==> config.mk <==
export PLATFORM = sky130hd
export DESIGN_NAME = observer_state_feedback_servo
export DESIGN_NICKNAME = d
export VERILOG_FILES = /design/src/sv/osfs_pkg.sv /design/src/sv/observer_state_feedback_servo.sv /design/src/sv/osfs_alu.sv /design/src/sv/osfs_seq.sv
export SDC_FILE = /design/constraint.sdc
export NUM_CORES = 1
export LEC_CHECK = 0
export ABC_AREA = 0
export BUFFER_PORTS_ARGS = -buffer_cell sky130_fd_sc_hd__buf_2
export CORE_MARGIN = 3
export CORE_UTILIZATION = 55
export CTS_CLUSTER_DIAMETER = 150
export DETAILED_ROUTE_END_ITERATION = 7
export GPL_TIMING_DRIVEN = 0
export PLACE_DENSITY = 0.74
export SYNTH_ARGS = -nofsm -noshare
export SYNTH_HDL_FRONTEND = slang
export SYNTH_SLANG_ARGS = --single-unit
==> constraint.sdc <==
create_clock -name clk -period 12.9 [get_ports clk]
set_clock_uncertainty 0.2 [all_clocks]
set_input_delay 0.645 -clock clk [delete_from_list [all_inputs] [get_ports clk]]
set_output_delay 0.645 -clock clk [all_outputs]
set_load 0.05 [all_outputs]
==> src/sv/osfs_pkg.sv <==
// ----------------------------------------------------------------------------
// osfs_pkg
// Types, constants, saturation helper and step table of the servo sequencer.
// ----------------------------------------------------------------------------
package osfs_pkg;

  // fixed-point format of all gains
  localparam int FRAC_BITS = 13;

  localparam int DATA_W   = 16;
  localparam int DRIVE_W  = 10;
  localparam int CFG_IDX_W = 4;

  // fixed plant model and input matrix, Q13
  localparam logic signed [DATA_W-1:0] PHI11  = 16'sd8142;
  localparam logic signed [DATA_W-1:0] PHI12  = 16'sd0;
  localparam logic signed [DATA_W-1:0] PHI21  = 16'sd2041;
  localparam logic signed [DATA_W-1:0] PHI22  = 16'sd8192;
  localparam logic signed [DATA_W-1:0] GAMMA1 = 16'sd919;
  localparam logic signed [DATA_W-1:0] GAMMA2 = 16'sd115;

  localparam logic signed [DATA_W-1:0] DRIVE_MAX = 16'sd511;
  localparam logic signed [DATA_W-1:0] DRIVE_MIN = -16'sd512;

  // register reset values
  localparam logic signed [DRIVE_W-1:0] RST_REFERENCE = 10'sd255;
  localparam logic signed [DATA_W-1:0]  RST_REF_GAIN  = 16'sd14609;
  localparam logic signed [DATA_W-1:0]  RST_POS_GAIN  = 16'sd26944;
  localparam logic signed [DATA_W-1:0]  RST_VEL_GAIN  = 16'sd14608;
  localparam logic signed [DATA_W-1:0]  RST_OBS_ONE   = 16'sd16678;
  localparam logic signed [DATA_W-1:0]  RST_OBS_TWO   = 16'sd10184;
  localparam logic signed [DATA_W-1:0]  RST_DIST_GAIN = 16'sd10184;

  // number of sequencer steps per enabled sample
  localparam int NUM_STEPS = 15;
  localparam int STEP_W    = $clog2(NUM_STEPS);
  localparam logic [STEP_W-1:0] LAST_STEP = STEP_W'(NUM_STEPS - 1);

  // configuration register indexes
  typedef enum logic [CFG_IDX_W-1:0] {
    REG_ENABLE    = 4'd0,
    REG_REFERENCE = 4'd1,
    REG_REF_GAIN  = 4'd2,
    REG_POS_GAIN  = 4'd3,
    REG_VEL_GAIN  = 4'd4,
    REG_OBS_ONE   = 4'd5,
    REG_OBS_TWO   = 4'd6,
    REG_DIST_GAIN = 4'd7
  } cfg_reg_t;

  typedef enum logic [1:0] {
    ST_IDLE,
    ST_RUN,
    ST_DONE
  } fsm_state_t;

  // accumulator-side operand
  typedef enum logic [2:0] {
    X_ZERO,
    X_ACC,
    X_Y,
    X_DRIVE,
    X_DIST
  } x_sel_t;

  // multiplier coefficient operand
  typedef enum logic [3:0] {
    A_REF_GAIN,
    A_POS_GAIN,
    A_VEL_GAIN,
    A_PHI11,
    A_PHI12,
    A_GAMMA1,
    A_OBS_ONE,
    A_PHI21,
    A_PHI22,
    A_GAMMA2,
    A_OBS_TWO,
    A_DIST_GAIN
  } a_sel_t;

  // data operand
  typedef enum logic [2:0] {
    B_REFERENCE,
    B_ONE,
    B_TWO,
    B_DIST,
    B_W,
    B_EPS
  } b_sel_t;

  // where the unit result lands besides the accumulator
  typedef enum logic [2:0] {
    D_ACC,
    D_EPS,
    D_DRIVE,
    D_W,
    D_N1,
    D_COMMIT
  } dst_t;

  typedef struct packed {
    x_sel_t x_sel;
    a_sel_t a_sel;
    b_sel_t b_sel;
    logic   mul;
    logic   neg;
    dst_t   dst;
  } uop_t;

  // sequencer to datapath controls
  typedef struct packed {
    logic capture;
    logic step_en;
    uop_t uop;
    logic load_out;
  } seq_ctl_t;

  // saturate a wide signed value to 16 bits
  function automatic logic signed [DATA_W-1:0] sat16(input logic signed [32:0] v);
    logic signed [DATA_W-1:0] r;
    if (v > 33'sd32767) begin
      r = 16'sh7fff;
    end else if (v < -33'sd32768) begin
      r = 16'sh8000;
    end else begin
      r = v[DATA_W-1:0];
    end
    return r;
  endfunction

  function automatic uop_t mk(input x_sel_t x, input a_sel_t a, input b_sel_t b,
                              input logic mul, input logic neg, input dst_t d);
    uop_t u;
    u.x_sel = x;
    u.a_sel = a;
    u.b_sel = b;
    u.mul   = mul;
    u.neg   = neg;
    u.dst   = d;
    return u;
  endfunction

  // step table: error, drive chain, disturbance sum, two observer rows, commit
  function automatic uop_t uop_rom(input logic [STEP_W-1:0] step);
    uop_t u;
    case (step)
      4'd0:  u = mk(X_Y,     A_REF_GAIN,  B_TWO,       1'b0, 1'b1, D_EPS);
      4'd1:  u = mk(X_ZERO,  A_REF_GAIN,  B_REFERENCE, 1'b1, 1'b0, D_ACC);
      4'd2:  u = mk(X_ACC,   A_POS_GAIN,  B_ONE,       1'b1, 1'b1, D_ACC);
      4'd3:  u = mk(X_ACC,   A_VEL_GAIN,  B_TWO,       1'b1, 1'b1, D_ACC);
      4'd4:  u = mk(X_ACC,   A_REF_GAIN,  B_DIST,      1'b0, 1'b1, D_DRIVE);
      4'd5:  u = mk(X_DRIVE, A_REF_GAIN,  B_DIST,      1'b0, 1'b0, D_W);
      4'd6:  u = mk(X_ZERO,  A_PHI11,     B_ONE,       1'b1, 1'b0, D_ACC);
      4'd7:  u = mk(X_ACC,   A_PHI12,     B_TWO,       1'b1, 1'b0, D_ACC);
      4'd8:  u = mk(X_ACC,   A_GAMMA1,    B_W,         1'b1, 1'b0, D_ACC);
      4'd9:  u = mk(X_ACC,   A_OBS_ONE,   B_EPS,       1'b1, 1'b0, D_N1);
      4'd10: u = mk(X_ZERO,  A_PHI21,     B_ONE,       1'b1, 1'b0, D_ACC);
      4'd11: u = mk(X_ACC,   A_PHI22,     B_TWO,       1'b1, 1'b0, D_ACC);
      4'd12: u = mk(X_ACC,   A_GAMMA2,    B_W,         1'b1, 1'b0, D_ACC);
      4'd13: u = mk(X_ACC,   A_OBS_TWO,   B_EPS,       1'b1, 1'b0, D_ACC);
      4'd14: u = mk(X_DIST,  A_DIST_GAIN, B_EPS,       1'b1, 1'b0, D_COMMIT);
      default: u = mk(X_ZERO, A_REF_GAIN, B_REFERENCE, 1'b0, 1'b0, D_ACC);
    endcase
    return u;
  endfunction

endpackage

==> src/sv/observer_state_feedback_servo.sv <==
// An enabled sample runs from the input transaction through 15 steps on the one shared
// multiply-accumulate unit, then loads the output register; a disabled sample goes
// straight to the output load. The sequencer takes a new sample only when idle, after
// the previous result is loaded; a stalled result holds the sequencer until the result
// transaction completes.
// Reset: registers return to their default gains, enable clears, state estimates zero.
// ----------------------------------------------------------------------------
// observer_state_feedback_servo
// Observer-based state feedback with integral action on one shared Q13 unit.
// ----------------------------------------------------------------------------
module observer_state_feedback_servo (
  input  logic                                  clk,
  input  logic                                  rst,
  input  logic                                  in_valid,
  output logic                                  in_ready,
  input  logic signed [osfs_pkg::DRIVE_W-1:0]   position_sample,
  output logic                                  out_valid,
  input  logic                                  out_ready,
  output logic signed [osfs_pkg::DRIVE_W-1:0]   drive,
  output logic        [osfs_pkg::DRIVE_W-1:0]   pwm_code,
  input  logic                                  cfg_valid,
  output logic                                  cfg_ready,
  input  logic        [osfs_pkg::CFG_IDX_W-1:0] cfg_index,
  input  logic        [osfs_pkg::DATA_W-1:0]    cfg_data
);

  // configuration registers
  logic                                enable;
  logic signed [osfs_pkg::DRIVE_W-1:0] reference;
  logic signed [osfs_pkg::DATA_W-1:0]  ref_gain;
  logic signed [osfs_pkg::DATA_W-1:0]  pos_gain;
  logic signed [osfs_pkg::DATA_W-1:0]  vel_gain;
  logic signed [osfs_pkg::DATA_W-1:0]  obs_one;
  logic signed [osfs_pkg::DATA_W-1:0]  obs_two;
  logic signed [osfs_pkg::DATA_W-1:0]  dist_gain;

  // estimator state and scratch registers
  logic signed [osfs_pkg::DATA_W-1:0]  est_one;
  logic signed [osfs_pkg::DATA_W-1:0]  est_two;
  logic signed [osfs_pkg::DATA_W-1:0]  dist_est;
  logic signed [osfs_pkg::DATA_W-1:0]  acc;
  logic signed [osfs_pkg::DATA_W-1:0]  eps;
  logic signed [osfs_pkg::DATA_W-1:0]  w_sum;
  logic signed [osfs_pkg::DATA_W-1:0]  n1;
  logic signed [osfs_pkg::DRIVE_W-1:0] y;
  logic signed [osfs_pkg::DRIVE_W-1:0] drive_calc;
  logic signed [osfs_pkg::DRIVE_W-1:0] drive_clamp;

  logic signed [osfs_pkg::DATA_W-1:0]  op_x;
  logic signed [osfs_pkg::DATA_W-1:0]  op_a;
  logic signed [osfs_pkg::DATA_W-1:0]  op_b;
  logic signed [osfs_pkg::DATA_W-1:0]  res;

  osfs_pkg::seq_ctl_t ctl;

  osfs_seq u_seq (
    .clk       (clk),
    .rst       (rst),
    .in_valid  (in_valid),
    .in_ready  (in_ready),
    .enable    (enable),
    .out_valid (out_valid),
    .out_ready (out_ready),
    .ctl       (ctl)
  );

  osfs_alu u_alu (
    .x   (op_x),
    .a   (op_a),
    .b   (op_b),
    .mul (ctl.uop.mul),
    .neg (ctl.uop.neg),
    .res (res)
  );

  assign cfg_ready = 1'b1;

  // configuration writes
  always_ff @(posedge clk) begin
    if (rst) begin
      enable    <= 1'b0;
      reference <= osfs_pkg::RST_REFERENCE;
      ref_gain  <= osfs_pkg::RST_REF_GAIN;
      pos_gain  <= osfs_pkg::RST_POS_GAIN;
      vel_gain  <= osfs_pkg::RST_VEL_GAIN;
      obs_one   <= osfs_pkg::RST_OBS_ONE;
      obs_two   <= osfs_pkg::RST_OBS_TWO;
      dist_gain <= osfs_pkg::RST_DIST_GAIN;
    end else if (cfg_valid) begin
      case (cfg_index)
        osfs_pkg::REG_ENABLE:    enable    <= cfg_data[0];
        osfs_pkg::REG_REFERENCE: reference <= cfg_data[osfs_pkg::DRIVE_W-1:0];
        osfs_pkg::REG_REF_GAIN:  ref_gain  <= cfg_data;
        osfs_pkg::REG_POS_GAIN:  pos_gain  <= cfg_data;
        osfs_pkg::REG_VEL_GAIN:  vel_gain  <= cfg_data;
        osfs_pkg::REG_OBS_ONE:   obs_one   <= cfg_data;
        osfs_pkg::REG_OBS_TWO:   obs_two   <= cfg_data;
        osfs_pkg::REG_DIST_GAIN: dist_gain <= cfg_data;
        default: ;
      endcase
    end
  end

  // operand selection for the shared unit
  always_comb begin
    case (ctl.uop.x_sel)
      osfs_pkg::X_ZERO:  op_x = '0;
      osfs_pkg::X_ACC:   op_x = acc;
      osfs_pkg::X_Y:     op_x = 16'(y);
      osfs_pkg::X_DRIVE: op_x = 16'(drive_calc);
      osfs_pkg::X_DIST:  op_x = dist_est;
      default:           op_x = '0;
    endcase
    case (ctl.uop.a_sel)
      osfs_pkg::A_REF_GAIN:  op_a = ref_gain;
      osfs_pkg::A_POS_GAIN:  op_a = pos_gain;
      osfs_pkg::A_VEL_GAIN:  op_a = vel_gain;
      osfs_pkg::A_PHI11:     op_a = osfs_pkg::PHI11;
      osfs_pkg::A_PHI12:     op_a = osfs_pkg::PHI12;
      osfs_pkg::A_GAMMA1:    op_a = osfs_pkg::GAMMA1;
      osfs_pkg::A_OBS_ONE:   op_a = obs_one;
      osfs_pkg::A_PHI21:     op_a = osfs_pkg::PHI21;
      osfs_pkg::A_PHI22:     op_a = osfs_pkg::PHI22;
      osfs_pkg::A_GAMMA2:    op_a = osfs_pkg::GAMMA2;
      osfs_pkg::A_OBS_TWO:   op_a = obs_two;
      osfs_pkg::A_DIST_GAIN: op_a = dist_gain;
      default:               op_a = '0;
    endcase
    case (ctl.uop.b_sel)
      osfs_pkg::B_REFERENCE: op_b = 16'(reference);
      osfs_pkg::B_ONE:       op_b = est_one;
      osfs_pkg::B_TWO:       op_b = est_two;
      osfs_pkg::B_DIST:      op_b = dist_est;
      osfs_pkg::B_W:         op_b = w_sum;
      osfs_pkg::B_EPS:       op_b = eps;
      default:               op_b = '0;
    endcase
  end

  // drive clamp to the actuator range
  always_comb begin
    if (res > osfs_pkg::DRIVE_MAX) begin
      drive_clamp = osfs_pkg::DRIVE_MAX[osfs_pkg::DRIVE_W-1:0];
    end else if (res < osfs_pkg::DRIVE_MIN) begin
      drive_clamp = osfs_pkg::DRIVE_MIN[osfs_pkg::DRIVE_W-1:0];
    end else begin
      drive_clamp = res[osfs_pkg::DRIVE_W-1:0];
    end
  end

  // sample capture and scratch registers
  always_ff @(posedge clk) begin
    if (ctl.capture) begin
      y          <= position_sample;
      drive_calc <= '0;
    end else if (ctl.step_en) begin
      acc <= res;
      case (ctl.uop.dst)
        osfs_pkg::D_EPS:   eps        <= res;
        osfs_pkg::D_DRIVE: drive_calc <= drive_clamp;
        osfs_pkg::D_W:     w_sum      <= res;
        osfs_pkg::D_N1:    n1         <= res;
        default: ;
      endcase
    end
  end

  // estimator state, updated together on the last step
  always_ff @(posedge clk) begin
    if (rst) begin
      est_one  <= '0;
      est_two  <= '0;
      dist_est <= '0;
    end else if (ctl.step_en && (ctl.uop.dst == osfs_pkg::D_COMMIT)) begin
      est_one  <= n1;
      est_two  <= acc;
      dist_est <= res;
    end
  end

  // result register, pwm code is drive offset by half scale
  always_ff @(posedge clk) begin
    if (ctl.load_out) begin
      drive    <= drive_calc;
      pwm_code <= {~drive_calc[osfs_pkg::DRIVE_W-1], drive_calc[osfs_pkg::DRIVE_W-2:0]};
    end
  end

endmodule

==> src/sv/osfs_alu.sv <==
// ----------------------------------------------------------------------------
// osfs_alu
// Shared saturating unit: x plus or minus either a rounded Q product or b.
// ----------------------------------------------------------------------------
module osfs_alu (
  input  logic signed [osfs_pkg::DATA_W-1:0] x,
  input  logic signed [osfs_pkg::DATA_W-1:0] a,
  input  logic signed [osfs_pkg::DATA_W-1:0] b,
  input  logic                               mul,
  input  logic                               neg,
  output logic signed [osfs_pkg::DATA_W-1:0] res
);

  localparam logic signed [32:0] RND = 33'sd1 <<< (osfs_pkg::FRAC_BITS - 1);

  logic signed [31:0]                  prod;
  logic signed [32:0]                  rnd;
  logic signed [32:0]                  shifted;
  logic signed [osfs_pkg::DATA_W-1:0]  term;
  logic signed [osfs_pkg::DATA_W:0]    term_s;
  logic signed [32:0]                  sum;

  // rounded product, arithmetic shift, saturation
  always_comb begin
    prod    = a * b;
    rnd     = 33'(prod) + RND;
    shifted = rnd >>> osfs_pkg::FRAC_BITS;
    term    = mul ? osfs_pkg::sat16(shifted) : b;
  end

  // signed add or subtract with saturation
  always_comb begin
    term_s = neg ? -17'(term) : 17'(term);
    sum    = 33'(x) + 33'(term_s);
    res    = osfs_pkg::sat16(sum);
  end

endmodule

==> src/sv/osfs_seq.sv <==
// ----------------------------------------------------------------------------
// osfs_seq
// Sample sequencer: input handshake, step counter, output register valid.
// ----------------------------------------------------------------------------
module osfs_seq (
  input  logic                 clk,
  input  logic                 rst,
  input  logic                 in_valid,
  output logic                 in_ready,
  input  logic                 enable,
  output logic                 out_valid,
  input  logic                 out_ready,
  output osfs_pkg::seq_ctl_t   ctl
);

  osfs_pkg::fsm_state_t               state, state_next;
  logic [osfs_pkg::STEP_W-1:0]        step, step_next;
  logic                               out_valid_next;
  logic                               out_free;

  assign out_free = !out_valid || out_ready;

  // next state
  always_comb begin
    state_next = state;
    step_next  = step;
    case (state)
      osfs_pkg::ST_IDLE: begin
        step_next = '0;
        if (in_valid) begin
          state_next = enable ? osfs_pkg::ST_RUN : osfs_pkg::ST_DONE;
        end
      end
      osfs_pkg::ST_RUN: begin
        if (step == osfs_pkg::LAST_STEP) begin
          state_next = osfs_pkg::ST_DONE;
          step_next  = '0;
        end else begin
          step_next = step + 1'b1;
        end
      end
      osfs_pkg::ST_DONE: begin
        if (out_free) begin
          state_next = osfs_pkg::ST_IDLE;
        end
      end
      default: begin
        state_next = osfs_pkg::ST_IDLE;
        step_next  = '0;
      end
    endcase
  end

  // outputs
  always_comb begin
    in_ready     = 1'b0;
    ctl.capture  = 1'b0;
    ctl.step_en  = 1'b0;
    ctl.load_out = 1'b0;
    ctl.uop      = osfs_pkg::uop_rom(step);
    case (state)
      osfs_pkg::ST_IDLE: begin
        in_ready    = 1'b1;
        ctl.capture = in_valid;
      end
      osfs_pkg::ST_RUN: begin
        ctl.step_en = 1'b1;
      end
      osfs_pkg::ST_DONE: begin
        ctl.load_out = out_free;
      end
      default: begin
        in_ready = 1'b0;
      end
    endcase
  end

  // result valid flag
  always_comb begin
    if (ctl.load_out) begin
      out_valid_next = 1'b1;
    end else if (out_ready) begin
      out_valid_next = 1'b0;
    end else begin
      out_valid_next = out_valid;
    end
  end

  always_ff @(posedge clk) begin
    if (rst) begin
      state     <= osfs_pkg::ST_IDLE;
      step      <= '0;
      out_valid <= 1'b0;
    end else begin
      state     <= state_next;
      step      <= step_next;
      out_valid <= out_valid_next;
    end
  end

endmodule

==> results.md, run 1 <==
- Pwr Total: approximately 2000 uW
- Hold Fails Final Rpt: 0
- Max_slew headroom: 4.20%
- Yosys top cell by area: fa_1
- DR iter-0 viols: ~2400
- Port bufs: 55
- HP Class: in -> reg
- Min Tclk post-route: roughly 13000 ps
- Global route hottest layer: met2
- Routed Antenna Nets: 0
- Share of layout cells above drive strength 1: roughly 14%
- Worst slew pin tran: between 1000 and 1500 ps
- CP dominant cell by count: fa_1
- Crit Path Category: reg -> reg
- # fillers: 3472
- Async set-reset flop share out of synthesis: 0%
- Yosys reg bits: around 270
- CP max stage cell: fa_1
- CP Capture Type: flop
- Number of remaining DRC errors: 0
- Via count: about 21000
- ANT cells: 0
- Root buffer cell: clkbuf_16
- Avg Vias per Cell: between 6 and 7
- Post-synth cell types: around 110
- Setup Viol. Count Final: 0
- First-pass GRT wire length: ~120000 microns
- Clock sinks: 272
- Final Max Slew Viols: 0
- Crit path max-delay family: compound AO/OA/AOI/OAI gates
- Pre-CTS WS: -3140 ps
- GRT Residual Overflow: 0
- Post-synth top area share: around 22%
- GRT Total Usage: 32.7%
- Number of synthesized flops with an enable pin: 85
- Period utilisation layout: between 90% and 100%
- Avg WL per Cell: about 22 microns
- Htree depth: 1
- Netlist Area Pre-Place: 0.0239 sq mm
- Die H: roughly 210 microns
- Peak VDD IR: 0.113 mV
- Worst-path fanout max: 19
- HPWL after DPL: between 50000 and 60000 microns
- TritonRoute pass-1 iters: 8
- Max incr delay on CP: approximately 560 ps
- Leading post-synthesis cells by cell area: fa_1, dfxtp_1, edfxtp_1, nand2_1, inv_1
- DRT Wirelength: roughly 77000 microns
- Clk buf depth: 3
- LEAKAGE: around 0.012 uW
- WP buf/inv: 11
- Seq/Total Area, Yosys: 26.3%
- FP Rows: 75
- Core footprint: roughly 0.043 sq mm
- Largest net degree at the start of global routing: 21
- Met3 Track Usage GR: approximately 6.5%
- I/O pin cnt: 58
- Insertion delay to the later sink of the worst-skew pair: 570 ps
- Fmax: 79.2 MHz
- Clk slew on worst S/H paths: 60 ps
- Initial antenna violation count: 0
- CTS tree: built
- Mean Syn Cell Area: around 8.6 sq um
- Worst path arrival time: 12940 ps
- Post-synth top flop: dfxtp_1
- Max Cap Viol: 0
- Met2 GRT Util: between 50% and 60%
- Core Util, Final: between 60 and 70%
- PwrDens: between 70 and 80 mW/mm^2
- Starting density of the core: a little under three fifths
- Area growth from synthesis to layout: 15.0%
- Yosys warns: 0
- Cts bufs inserted: 28
- Syn nets: 3179
- Vias in the first global route: between 20000 and 25000
- Post-Syn Instances: between 2000 and 3000
- Die W: about 210 microns
- Die Area: ~0.046 sq mm
- WP data required: roughly 13000 ps
- Final Net Count: 3326
- Met1 Usage GRT: around two fifths
- Startpoint Class: flop
- Status: finished, final reports clean
- Worst setup margin: 268 ps
- Final GP Congestion: 0.986
## placed cells by master, fill, tap and decap left out, drive strengths merged, types with 9 or more instances in the layout
| cell type | Yosys | final |
|---|---|---|
| inv | 371 | 369 |
| clkbuf | 108 | 123 |
| nor2 | 233 | 233 |
| a21oi | 193 | 193 |
| xor2 | 19 | 19 |
| nand3b | 50 | 50 |
| mux2i | 34 | 34 |
| o21ai | 97 | 97 |
| edfxtp | 85 | 85 |
| ha | 106 | 106 |
| o31ai | 10 | 10 |
| nand4 | 12 | 12 |
| nor3 | 49 | 49 |
| buf | 36 | 176 |
| a211oi | 10 | 10 |
| nand2 | 475 | 475 |
| nor2b | 24 | 24 |
| nand2b | 28 | 28 |
| clkinv | 2 | 10 |
| a31oi | 14 | 14 |
| o211ai | 15 | 15 |
| a21o | 26 | 26 |
| a22oi | 30 | 30 |
| and2 | 21 | 21 |
| xnor2 | 29 | 29 |
| or3 | 9 | 9 |
| and3 | 17 | 17 |
| fa | 268 | 268 |
| nand3 | 30 | 30 |
| o22ai | 16 | 16 |
| mux2 | 16 | 16 |
| dfxtp | 187 | 187 |
| o21a | 11 | 11 |
## repair_timing
item | in CTS | in global routing
setup endpoints to repair | 90 | 90
resized for setup | 145 | 140
hold buffers | 0 | 0
buffers inserted | 40 | 41
pin swaps | 23 | 27
## stage by stage
| step | setup TNS (ps) | cell area (sq um) | cells | hold WS, ps |
|---|---|---|---|---|
| 6_report | 0 | 27500 | 3516 | 49.8 |
| 5_1_grt | -1310 | 27500 | 3516 | 36.6 |
| 4_1_cts | 0 | 26800 | 3486 | 28.9 |
| 3_5_place_dp | -248370 | 25000 | 3403 | 244 |
| 3_3_place_gp | -228350 | 24900 | 3402 | 239 |
| 2_1_floorplan | 0 | 23900 | 2770 | 225 |
## flip-flops by register name, indices dropped and copies added, names as in the netlist, 15 cells and up
register and cells:
u_seq.ctl 15, pos_gain 16, n1 16, ref_gain 16, obs_one 16, dist_gain 16
est_one 16, est_two 16, obs_two 16, eps 16, dist_est 16, vel_gain 16
acc 16, w_sum 16
## power by group
group	leakage (uW)	internal [uW]	switching, uW
Sequential	0.00228	905	6.06
Clock	0.000454	481	353
Combinational	0.00911	79.5	158
Total	0.0119	1470	517
## cell type report
type	instances	area (sq um)	area share [%]
Buffer	124	691	2.51
Clock inverter	14	179	0.650
Sequential cell	272	6300	22.9
Inverter	373	1420	5.15
Clock buffer	38	768	2.79
Tap cell	577	722	2.62
Multi-Input combinational cell	1981	16500	59.8
Timing Repair Buffer	137	991	3.60
## cells in the mapped netlist (all sizes together) (5+ instances only)
master,number
nor3,49
ha,106
nand3,30
nor2,233
or2,7
a21o,26
nor3b,6
nor4,8
o32ai,8
clkbuf,108
nand4,12
nand3b,50
fa,268
a211oi,10
mux2i,34
o21ai,97
mux4,5
o31ai,10
o21bai,8
o21a,11
o221ai,8
dfxtp,187
and4,6
a221oi,7
and2,21
inv,371
a21boi,6
a31oi,14
buf,36
o22ai,16
nand2,475
nand2b,28
nor2b,24
a21oi,193
xnor2,29
edfxtp,85
or3,9
and3,17
mux2,16
xor2,19
o211ai,15
a22oi,30
## path summary, 6_finish.rpt
| check | from | to | slack, ps | depth (start not counted) |
|---|---|---|---|---|
| worst max register to register | u_seq.ctl[12]$_SDFF_PN0_ | drive_calc[9]$_SDFFE_PP0P_ | 270 | 49 |
| worst min register to register | dist_gain[1]$_SDFFE_PP0P_ | dist_gain[1]$_SDFFE_PP0P_ | 250 | 2 |
| worst max-delay path | u_seq.ctl[12]$_SDFF_PN0_ | drive_calc[9]$_SDFFE_PP0P_ | 270 | 49 |
| worst min-delay path | position_sample[7] | y[7]$_DFFE_PP_ | 50 | 1 |
## routing by layer
| layer | wire (microns) | vias up |
|---|---|---|
| li1 | - | 9426 |
| met1 | 28800 | 10400 |
| met2 | 35800 | 1077 |
| met3 | 7250 | 268 |
| met4 | 4770 | 0 |
| met5 | 0 | - |
## logic make-up after synthesis
logic type | synth area share [%]
AO/OA/AOI/OAI | 14.1
other | 0.0157
AND/OR/NAND/NOR | 18.8
buffers and inverters | 8.43
XOR/XNOR | 1.79
multiplexers | 2.64
flip-flops | 26.3
adder cells (fa/ha/maj) | 27.9
(Power assumes the default switching activity.)
==> run 2, diff against run 1 <==
Settings changed: CTS_BUF_LIST from default to sky130_fd_sc_hd__clkbuf_2, RECOVER_POWER from default to 50.
==> run 2 against run 1 <==
Net effect:
- the flow now finishes with violations (max-capacitance violations, max-slew violations)
- global-route usage increased by 0.67 points
- non-clock buffer count rose by 32
- utilization shrank 0.14 points
- first-iteration DRC count fell by 2.9%
- critical path depth fell by 4
==> results.md, run 2 (synthesized netlist as in run 1, its figures left out) <==
- Period utilisation layout: between 90 and 100%
- First-pass GRT wire length: about 120000 microns
- HP Class: in -> reg
- R2R setup slack: around 290 ps
- Root buffer cell: clkbuf_2
- Via count: 21700
- Hold Fails Final Rpt: 0
- Hold Path Depth: 5
- Htree depth: 3
- Placed inst area: about 0.025 sq mm
- Worst slew pin tran: approximately 1600 ps
- WP data required: around 13000 ps
- Die Area: roughly 0.046 sq mm
- TritonRoute pass-1 iters: 8
- Routed Antenna Nets: 0
- Failing checks: max-capacitance violations, max-slew violations
- Worst Hold Launch: cfg_valid
- End of the worst register-to-register path: n1[13]$_DFFE_PP_
- Levels on crit path: 45
- Status: complete, but fails checks
- FP Rows: 75
- LEAKAGE: approximately 0.012 uW
- Startpoint Class: flop
- Area growth from synthesis to layout: 14.7%
- Port bufs: 55
- R2R Path Start: u_seq.ctl[12]$_SDFF_PN0_
- Worst path arrival time: between 10000 and 15000 ps
- PwrDens: between 60 and 70 mW/mm^2
- Insertion delay to the later sink of the worst-skew pair: just over 900 ps
- Max_slew headroom: -4.04%
- Cts bufs inserted: 68
- Max Cap Viol: 3
- Fmax: around 79 MHz
- Post-route cell area: about 0.027 sq mm
- Min Tclk post-route: about 13000 ps
- DR iter-0 viols: 2372
- GRT Residual Overflow: 0
- Worst-path fanout max: 19
- Die H: approximately 210 microns
- Final GP Congestion: just under 1
- GRT Total Usage: approximately a third
- Avg Vias per Cell: roughly 6.0
- Clock sinks: 272
- Vias in the first global route: 22000
- Crit Path Category: reg -> reg
- Share of layout cells above drive strength 1: 15.6%
- CTS tree: built
- I/O pin cnt: 58
- Number of remaining DRC errors: 0
- End of the worst hold path: dist_gain[0]$_SDFFE_PP0P_
- Peak VDD IR: roughly 0.084 mV
- Final Max Slew Viols: 34
- DRT Wirelength: about 78000 microns
- Avg WL per Cell: 21.6 microns
- WP buf/inv: 8
- Final Net Count: between 3000 and 4000
- Clk slew on worst S/H paths: 110 ps
- Largest net degree at the start of global routing: 21
- Die W: between 200 and 250 microns
- Pre-CTS WS: -3140 ps
- Crit path max-delay family: compound AO/OA/AOI/OAI gates
- HPWL after DPL: 58900 microns
- Initial antenna violation count: 2
- Setup Viol. Count Final: 0
- Starting density of the core: between 50 and 60%
- Max incr delay on CP: ~600 ps
- CP Capture Type: flop
- R2r worst-path depth: 45
- Worst setup margin: roughly 290 ps
- Core footprint: around 0.043 sq mm
- Clk buf depth: 3
- Commonest non-fill, non-tap cell in the layout: nand2_1
- CP max stage cell: fa_1
- Most frequent cells in the layout: nand2_1, inv_1, fa_1
- CP dominant cell by count: fa_1
run 2: changes by cell type in the layout (fill, tap and decap cells not counted), moves of 3 or more:
cell	change
bufinv_16	-3
buf_2	-5
nor2_1	+3
buf_4	-6
clkbuf_16	-28
clkbuf_2	+97
clkinv_1	+13
dlygate4sd3_1	+34
run 2: worst max path at each step:
stage | startpoint | to | slack [ps]
after floorplan | u_seq.ctl[6]$_DFF_P_ | drive_calc[9]$_SDFFE_PP0P_ | 150
after global placement | u_seq.ctl[6]$_DFF_P_ | drive_calc[8]$_SDFFE_PP0P_ | -2820
after detailed placement | u_seq.ctl[6]$_DFF_P_ | drive_calc[5]$_SDFFE_PP0P_ | -3140
after CTS | u_seq.ctl[7]$_DFF_P_ | n1[13]$_DFFE_PP_ | 1
after global routing | u_seq.ctl[12]$_SDFF_PN0_ | n1[13]$_DFFE_PP_ | -80
final | u_seq.ctl[12]$_SDFF_PN0_ | n1[13]$_DFFE_PP_ | 290
run 2: metal layers:
layer  vias to the layer above  part of all wire [%]  track usage (%)
met2                      1194                    47             55.1
met4                         0                   6.0             17.3
met3                       284                    10             7.54
met1                     10600                    37             41.1
li1                       9597                     -                -
met5                         -                     0                0
run 2: cell type report:
cell class	count	area, sq um
inverters	373	1410
flip-flops and latches	272	6300
fillers	3523	15000
multi-input cells	1981	16400
plain buffers	125	693
well taps	577	722
repair buffers	168	1310
diodes	2	5.00
clock buffers	95	475
clock inverters	24	115
run 2: tightest hold or removal path, delay by kind of cell:
family / cells / cell delay [ps]
AO/OA/AOI/OAI: 1 / 50
buffers and inverters: 1 / 110
AND/OR/NAND/NOR: 3 / 440
run 2: report_power, final:
part | switching, uW | leakage, uW | internal (uW)
Sequential | 6.24 | 0.00228 | 904
Combinational | 158 | 0.00923 | 82.5
Clock | 371 | 0.000445 | 203
Total | 535 | 0.0120 | 1190
run 2: what timing repair did:
item / in CTS / in global routing
endpoints found under the setup margin: 90 / 90
setup buffers: 33 / 45
hold buffers: 34 / 0
endpoints found under the hold margin: 124 / 0
gates cloned: 0 / 0
pin swaps: 18 / 31
gates resized for setup: 143 / 130
run 2: stage by stage:
stage | power, uW | util (%) | TNS [ps] | cells | hold slack (ps)
after floorplan | 1040 | - | 0 | 2770 | 225
after global placement | 1100 | 58.7 | -228350 | 3402 | 239
after detailed placement | 1110 | 58.7 | -248370 | 3403 | 244
after CTS | 1700 | 63.0 | 0 | 3580 | 132
after global routing | 1780 | 64.6 | -725 | 3617 | 157
final | 1720 | 64.6 | 0 | 3617 | 158
